File: src/hdl/plil_pkg.sv
// Package for the positional insert/remove list core.
// Holds the payload structs, operation and status codes, sizes and the
// controller-to-datapath command struct. No dependencies.
package plil_pkg;

  localparam int DEPTH          = 128;
  localparam int ADDR_W         = $clog2(DEPTH);
  localparam int CNT_W          = 8;
  localparam int DATA_W         = 32;
  localparam logic [CNT_W-1:0] CAPACITY_RESET = 8'd100;

  typedef enum logic [1:0] {
    OP_INSERT = 2'd0,
    OP_REMOVE = 2'd1,
    OP_READ   = 2'd2,
    OP_CLEAR  = 2'd3
  } op_t;

  typedef enum logic [1:0] {
    ST_OK    = 2'd0,
    ST_RANGE = 2'd1,
    ST_FULL  = 2'd2
  } status_t;

  typedef struct packed {
    op_t                      op;
    logic [CNT_W-1:0]         pos;
    logic signed [DATA_W-1:0] value;
  } req_t;

  typedef struct packed {
    logic signed [DATA_W-1:0] data;
    logic [CNT_W-1:0]         count;
    status_t                  status;
  } rsp_t;

  // command bundle from controller to datapath
  typedef struct packed {
    logic              load_value;
    logic              re;
    logic [ADDR_W-1:0] raddr;
    logic              we;
    logic [ADDR_W-1:0] waddr;
    logic              wsel_value;
    logic              clr_data;
    logic              cap_data;
    logic              res_load;
    logic [CNT_W-1:0]  res_count;
    status_t           res_status;
  } dp_cmd_t;

endpackage

File: src/hdl/plil_dpath.sv
// Datapath of the list core: entry memory with registered read, held insert
// word, captured read word and the result register. Uses plil_pkg.
module plil_dpath import plil_pkg::*; (
  input  logic                     clk,
  input  dp_cmd_t                  cmd,
  input  logic signed [DATA_W-1:0] value,
  output rsp_t                     rsp
);

  logic [DATA_W-1:0] mem [DEPTH];
  logic [DATA_W-1:0] rdata;
  logic [DATA_W-1:0] value_q;
  logic [DATA_W-1:0] data_q;

  always_ff @(posedge clk) begin
    if (cmd.we) begin
      mem[cmd.waddr] <= cmd.wsel_value ? value_q : rdata;
    end
    if (cmd.re) begin
      rdata <= mem[cmd.raddr];
    end
  end

  always_ff @(posedge clk) begin
    if (cmd.load_value) begin
      value_q <= value;
    end
    if (cmd.clr_data) begin
      data_q <= '0;
    end else if (cmd.cap_data) begin
      data_q <= rdata;
    end
    if (cmd.res_load) begin
      rsp.data   <= data_q;
      rsp.count  <= cmd.res_count;
      rsp.status <= cmd.res_status;
    end
  end

endmodule

File: src/hdl/plil_ctrl.sv
// Controller of the list core: operation sequencer, length and capacity
// registers, handshakes. Drives plil_dpath through dp_cmd_t. Uses plil_pkg.
module plil_ctrl import plil_pkg::*; (
  input  logic             clk,
  input  logic             rst,
  input  logic             req_valid,
  output logic             req_stall,
  input  op_t              req_op,
  input  logic [CNT_W-1:0] req_pos,
  output logic             rsp_valid,
  input  logic             rsp_stall,
  input  logic             cfg_valid,
  output logic             cfg_ready,
  input  logic [CNT_W-1:0] cfg_data,
  output dp_cmd_t          cmd
);

  typedef enum logic [2:0] {
    S_IDLE,
    S_RD_POS,
    S_SH_RD,
    S_SH_WR,
    S_INS_WR,
    S_DONE
  } state_t;

  state_t            state;
  op_t               op_q;
  logic [CNT_W-1:0]  pos_q;
  logic [ADDR_W-1:0] idx;
  logic [CNT_W-1:0]  used_count;
  logic [CNT_W-1:0]  capacity;
  status_t           status_q;

  logic [CNT_W-1:0]  limit;
  logic              accept;
  status_t           acc_status;
  logic              publish;
  logic [CNT_W-1:0]  idx_up1;
  logic [CNT_W-1:0]  idx_up2;
  logic [ADDR_W-1:0] idx_dn1;

  assign limit     = (int'(capacity) > DEPTH) ? CNT_W'(DEPTH) : capacity;
  assign accept    = req_valid && (state == S_IDLE);
  assign req_stall = (state != S_IDLE);
  assign cfg_ready = 1'b1;
  assign publish   = (state == S_DONE) && (!rsp_valid || !rsp_stall);
  assign idx_up1   = CNT_W'(idx) + CNT_W'(1);
  assign idx_up2   = CNT_W'(idx) + CNT_W'(2);
  assign idx_dn1   = idx - ADDR_W'(1);

  // position check wins over the full check
  always_comb begin
    acc_status = ST_OK;
    unique case (req_op)
      OP_INSERT: begin
        if (req_pos > used_count)       acc_status = ST_RANGE;
        else if (used_count >= limit)   acc_status = ST_FULL;
      end
      OP_REMOVE, OP_READ: begin
        if (req_pos >= used_count)      acc_status = ST_RANGE;
      end
      default: acc_status = ST_OK;
    endcase
  end

  always_comb begin
    cmd            = '0;
    cmd.load_value = accept;
    cmd.clr_data   = accept;
    cmd.res_load   = publish;
    cmd.res_count  = used_count;
    cmd.res_status = status_q;
    unique case (state)
      S_IDLE: begin
        cmd.re    = accept;
        cmd.raddr = req_pos[ADDR_W-1:0];
      end
      S_RD_POS: cmd.cap_data = 1'b1;
      S_SH_RD: begin
        cmd.re    = 1'b1;
        cmd.raddr = (op_q == OP_INSERT) ? idx_dn1 : idx_up1[ADDR_W-1:0];
      end
      S_SH_WR: begin
        cmd.we    = 1'b1;
        cmd.waddr = idx;
      end
      S_INS_WR: begin
        cmd.we         = 1'b1;
        cmd.waddr      = pos_q[ADDR_W-1:0];
        cmd.wsel_value = 1'b1;
      end
      default: ;
    endcase
  end

  always_ff @(posedge clk) begin
    if (rst) begin
      state      <= S_IDLE;
      used_count <= '0;
      capacity   <= CAPACITY_RESET;
      rsp_valid  <= 1'b0;
    end else begin
      if (cfg_valid && cfg_ready) begin
        capacity <= cfg_data;
      end
      if (publish) begin
        rsp_valid <= 1'b1;
      end else if (rsp_valid && !rsp_stall) begin
        rsp_valid <= 1'b0;
      end
      unique case (state)
        S_IDLE: begin
          if (accept) begin
            op_q     <= req_op;
            pos_q    <= req_pos;
            status_q <= acc_status;
            if (acc_status != ST_OK) begin
              state <= S_DONE;
            end else begin
              unique case (req_op)
                OP_INSERT: begin
                  idx   <= used_count[ADDR_W-1:0];
                  state <= (req_pos == used_count) ? S_INS_WR : S_SH_RD;
                end
                OP_REMOVE, OP_READ: state <= S_RD_POS;
                default: begin
                  used_count <= '0;
                  state      <= S_DONE;
                end
              endcase
            end
          end
        end
        S_RD_POS: begin
          if (op_q == OP_READ) begin
            state <= S_DONE;
          end else begin
            idx <= pos_q[ADDR_W-1:0];
            if (pos_q + CNT_W'(1) < used_count) begin
              state <= S_SH_RD;
            end else begin
              used_count <= used_count - CNT_W'(1);
              state      <= S_DONE;
            end
          end
        end
        S_SH_RD: state <= S_SH_WR;
        S_SH_WR: begin
          if (op_q == OP_INSERT) begin
            idx   <= idx_dn1;
            state <= (idx_dn1 == pos_q[ADDR_W-1:0]) ? S_INS_WR : S_SH_RD;
          end else begin
            idx <= idx_up1[ADDR_W-1:0];
            if (idx_up2 < used_count) begin
              state <= S_SH_RD;
            end else begin
              used_count <= used_count - CNT_W'(1);
              state      <= S_DONE;
            end
          end
        end
        S_INS_WR: begin
          used_count <= used_count + CNT_W'(1);
          state      <= S_DONE;
        end
        S_DONE: begin
          if (publish) begin
            state <= S_IDLE;
          end
        end
        default: state <= S_IDLE;
      endcase
    end
  end

endmodule

File: src/hdl/positional_insert_remove_list_core.sv
// Top level of the positional insert/remove list core.
// Instantiates plil_ctrl and plil_dpath; uses plil_pkg.
//
// Usage:
//   req channel (req_valid/req_stall, payload req): one operation per transfer,
//   insert, remove, read or clear at a position. rsp channel (rsp_valid/
//   rsp_stall, payload rsp): exactly one result per operation, in order, with
//   the word removed or read, the length after the operation and a status.
//   cfg channel (cfg_valid/cfg_ready, cfg_data): writes the capacity limit;
//   always ready, write only while no operation is in flight.
// Sequence from request transfer to result valid: a rejected op or a clear
//   goes straight to done; a read captures the word; an insert shifts the
//   entries from the position up, then writes the word; a remove captures the
//   word, then shifts the entries above it down, one word per registered read
//   and write. A new request is taken once the previous result is in the
//   output register, even while that result is still stalled.
// Reset: length zero, capacity 100, no result pending. Entry memory is not
//   cleared; words at or above the length never reach a result.
// Stall: a stalled result holds; the next operation finishes its work and
//   waits until the output register frees up.
module positional_insert_remove_list_core import plil_pkg::*; (
  input  logic             clk,
  input  logic             rst,
  input  logic             req_valid,
  output logic             req_stall,
  input  req_t             req,
  output logic             rsp_valid,
  input  logic             rsp_stall,
  output rsp_t             rsp,
  input  logic             cfg_valid,
  output logic             cfg_ready,
  input  logic [CNT_W-1:0] cfg_data
);

  dp_cmd_t cmd;

  plil_ctrl u_ctrl (
    .clk       (clk),
    .rst       (rst),
    .req_valid (req_valid),
    .req_stall (req_stall),
    .req_op    (req.op),
    .req_pos   (req.pos),
    .rsp_valid (rsp_valid),
    .rsp_stall (rsp_stall),
    .cfg_valid (cfg_valid),
    .cfg_ready (cfg_ready),
    .cfg_data  (cfg_data),
    .cmd       (cmd)
  );

  plil_dpath u_dpath (
    .clk   (clk),
    .cmd   (cmd),
    .value (req.value),
    .rsp   (rsp)
  );

endmodule

File: config.mk
export PLATFORM = sky130hd
export DESIGN_NAME = positional_insert_remove_list_core
export DESIGN_NICKNAME = d
export VERILOG_FILES = /design/src/hdl/plil_pkg.sv /design/src/hdl/plil_dpath.sv /design/src/hdl/plil_ctrl.sv /design/src/hdl/positional_insert_remove_list_core.sv
export SDC_FILE = /design/constraint.sdc
export NUM_CORES = 2
export LEC_CHECK = 0
export BUFFER_PORTS_ARGS = -buffer_cell sky130_fd_sc_hd__buf_2
export CAP_MARGIN = 20
export CORE_AREA = 4 4 745 747
export CTS_CLUSTER_DIAMETER = 50
export DETAILED_ROUTE_END_ITERATION = 10
export DIE_AREA = 0 0 749 751
export HOLD_SLACK_MARGIN = 0.05
export SLEW_MARGIN = 20
export SYNTH_ARGS = -nofsm -noshare
export SYNTH_HDL_FRONTEND = slang
export SYNTH_HIERARCHICAL = 1
export SYNTH_SLANG_ARGS = --single-unit
export TNS_END_PERCENT = 1
File: constraint.sdc
create_clock -name clk -period 6.1 [get_ports clk]
set_input_delay 0.915 -clock clk [delete_from_list [all_inputs] [get_ports clk]]
set_output_delay 0.915 -clock clk [all_outputs]
set_load 0.01 [all_outputs]
==> reports/results.txt <==
Sw Pwr - 0.03179 W
Clock Skew - 0.04663 ns
Placement row count - 272
CP most frequent cell - mux4_2
IO buf count - 98
HPWL after DPL - 254400 microns
DRC - 0
Distinct cell type count after synthesis - 65
Synth top area share - 0.7732
Net count, final - 7251
Fraction of layout cells with a size suffix above 1 - 0.3502
Antenna violations before repair - 38
Worst hold path class - input pin to flop
Pwr Density - 510.8 nW/um^2
Pint - 0.06590 W
Synth warn - 6
Post-CTS setup repair buffer count - 0
CTS H-Tree Depth - 5
Detail Route Antenna Nets - 0
Max clock buf depth - 4
Die Ht - 751 microns
1st-iter DRT viols - 10780
First-pass GRT wire length - 629300 microns
Seq cells post-synth - 4273
Peak VDD IR - 446.8 uV
Final count of pins violating max slew - 0
Post-CTS sizing - 0
Fin. Hold Viols - 0
Syn_area_per_cell - 24.71 sq um
CP required - 6.83 ns
Combinational power share - 0.316
Total die area - 562500 sq um
CTS tree - done
Sw Share - 0.3254
Min cycle time layout - 5.210 ns
Max-Cap Viols - 0
Status - finished clean
CP Max Fanout - 23
DR WL/cell - 30.65 microns
Measured slew at the worst slew-check pin - 1.147 ns
Setup TNS - 0 ns
CP Buf/Inv Count - 3
TritonCTS Buffers - 425
Worst slew margin - 0.2356
Max incr delay on CP - 0.72 ns
Root buf cell - clkbuf_16
Slowest-stage cell, CP - mux4_2
Critical Path End Type - flop
Top cells by area, synth - edfxtp_1, mux4_2, dfxtp_1
Net count after synthesis - 6736
Cell taking the most area after synthesis - edfxtp_1
Largest net degree at the start of global routing - 98
Final period utilization - 0.8542
Sequential area share after synthesis - 0.7796
Finished Cell Area - 191300 sq um
Initial Utilization - 0.2992
Crit path kind - flop to flop
CP startpoint kind - flop
Clock-pin transition on the worst setup and hold timing paths - 0.06 ns
Hold buffer count at cts - 16
Final Routed Wirelength - 454100 microns
Ys flop type - edfxtp_1
Placed cell area - 176500 sq um
Clk pwr share - 0.275
Drt first pass iters - 6
Post-synth EDFFs - 4221
Remaining global-route overflow - 0
Synthesized area - 163900 sq um
Vias - 77480
Max Freq - 191.9 MHz
DIE WIDTH - 749 microns
Clk_lat worst skew - 0.99 ns
Io pins - 100
Number of global-route vias before repair - 77660
CP top delay family - multiplexers
CTS Sinks - 4273
Leakage Power - 57.53 nW
Area grow syn2layout - 16.67%
Worst Path Arrival - 5.94 ns
Total power - 0.09769 W
Final setup viols - 0
Synth async-reset ratio - 0
Cell Chain, Critical Path - inv_1, ha_1, or3b_2, o21ai_0, xor2_1, nand2_1, a21oi_4, buf_12, buf_4, mux4_2, mux4_2, mux2_2
Sequential share of power - 0.409
DR vias/cell - 5.231
Core footprint - 547900 sq um
Gr usage total - 0.1575
Placer congestion estimate - 0.8387
RSZ-0062 raised after global routing - false
Post-Syn Instances - 6635
[cell usage after synthesis (3+ instances only)]
| master | instances |
|---|---|
| edfxtp_1 | 4221 |
| xnor2_1 | 11 |
| nand2b_1 | 17 |
| mux2_2 | 64 |
| nor3_1 | 14 |
| o21ai_0 | 24 |
| buf_1 | 69 |
| mux4_2 | 1344 |
| clkbuf_1 | 208 |
| buf_4 | 6 |
| nand4_1 | 7 |
| nand2_1 | 53 |
| a31oi_1 | 6 |
| a211o_1 | 5 |
| or3_1 | 5 |
| dfxtp_1 | 52 |
| o21a_1 | 4 |
| a211oi_1 | 5 |
| o211ai_1 | 4 |
| mux2i_1 | 52 |
| a22o_1 | 4 |
| ha_1 | 45 |
| a21o_1 | 5 |
| nand3_1 | 25 |
| buf_2 | 68 |
| xor2_1 | 12 |
| inv_1 | 21 |
| a21oi_1 | 21 |
| nor2_1 | 199 |
| and2_1 | 3 |
| nor2b_1 | 15 |
| buf_6 | 3 |
[routing by layer]
metal	share of wire	track usage	up-vias
met5	0.00018	0	-
met3	0.10	0.03180	735
met2	0.47	0.2528	4209
met1	0.39	0.2168	42690
met4	0.034	0.04800	12
li1	-	-	29840
[worst register-to-register path: stages, from the launching register on]
cell and delay (ns):
edfxtp_1 0.55, inv_1 0.27, ha_1 0.29, or3b_2 0.50
o21ai_0 0.29, xor2_1 0.30, nand2_1 0.17, a21oi_4 0.19
buf_12 0.25, buf_4 0.46, mux4_2 0.60, mux4_2 0.75
mux2_2 0.36
[path summary, 6_finish.rpt]
kind	startpoint	endpoint	slack, ns	cells after the start
max	u_ctrl/idx[0]	u_dpath/rdata[23]	0.89	12
min	req[0]	u_dpath/value_q[0]	0.12	1
max reg2reg	u_ctrl/idx[0]	u_dpath/rdata[23]	0.89	12
min reg2reg	u_ctrl/status_q[1]	u_dpath/rsp[1]	0.42	0
[stage by stage]
step / cells / setup WS (ns) / util / hold slack, ns
after floorplan: 6635 / 1.513 / - / 0.4003
after global placement: 13970 / 0.7963 / 0.3221 / 0.4087
after detailed placement: 13970 / 0.7770 / 0.3221 / 0.4072
after CTS: 14780 / 0.9219 / 0.3488 / 0.05004
after global routing: 14790 / 0.7886 / 0.3490 / 0.08459
final: 14810 / 0.8895 / 0.3491 / 0.1206
[flip-flops by register name, summed over array words and instances, names as in the netlist, 8 cells and up]
| register | flops |
|---|---|
| u_dpath/rdata | 32 |
| u_ctrl/capacity | 8 |
| u_ctrl/pos_q | 8 |
| u_dpath/value_q | 32 |
| u_dpath/data_q | 32 |
| u_dpath/mem | 4096 |
| u_ctrl/used_count | 8 |
| u_dpath/rsp | 42 |
[final cells by class]
type / instances / area [sq um]
multi-input combinational: 1986 / 35870
clock buffer: 498 / 10950
tap: 7261 / 9085
timing repair buffer: 442 / 3889
sequential: 4273 / 127800
antenna: 33 / 82.58
inverter: 22 / 82.58
clock inverter: 298 / 3505
fill: 49640 / 356700
[placed cells by master, fill, tap and decap left out, types with 13 or more instances in the layout]
master / count
mux2_4: 26
ha_1: 45
mux4_2: 1344
nand2b_1: 17
dfxtp_1: 52
edfxtp_1: 4221
clkinv_4: 13
inv_1: 21
clkinv_1: 83
nor2_4: 124
inv_6: 16
mux2i_1: 52
buf_12: 62
nand2_1: 50
buf_4: 266
diode_2: 33
clkinvlp_4: 21
clkbuf_16: 427
clkinv_2: 74
nor2b_1: 15
buf_2: 98
clkinv_8: 13
nand3_1: 21
dlygate4sd3_1: 16
clkbuf_1: 71
bufinv_16: 58
mux2_2: 32
nor2_1: 75
o21ai_0: 21
a21oi_1: 16
[cell families (layout without fill, tap and decap cells)]
kind of cell	after synthesis	count (layout)	share of synthesized area
compound gates	100	100	0.004251
xor+xnor	24	24	0.001366
fa+ha+maj	46	46	0.003557
buf+inv	376	1260	0.009403
flops	4273	4273	0.7796
mux	1460	1460	0.1922
other cells	1	34	0.00002288
simple gates	355	355	0.009617
[power groups by stage]
| stage | sequential, W | combinational (W) | clock (W) |
|---|---|---|---|
| 2_1_floorplan | 0.0401 | 0.0178 | 0 |
| 3_3_place_gp | 0.0405 | 0.0302 | 0 |
| 3_5_place_dp | 0.0405 | 0.0310 | 0 |
| 4_1_cts | 0.0399 | 0.0311 | 0.0273 |
| 5_1_grt | 0.0400 | 0.0324 | 0.0285 |
| 6_report | 0.0399 | 0.0309 | 0.0269 |
No activity file was read; power rests on OpenSTA's default activity.
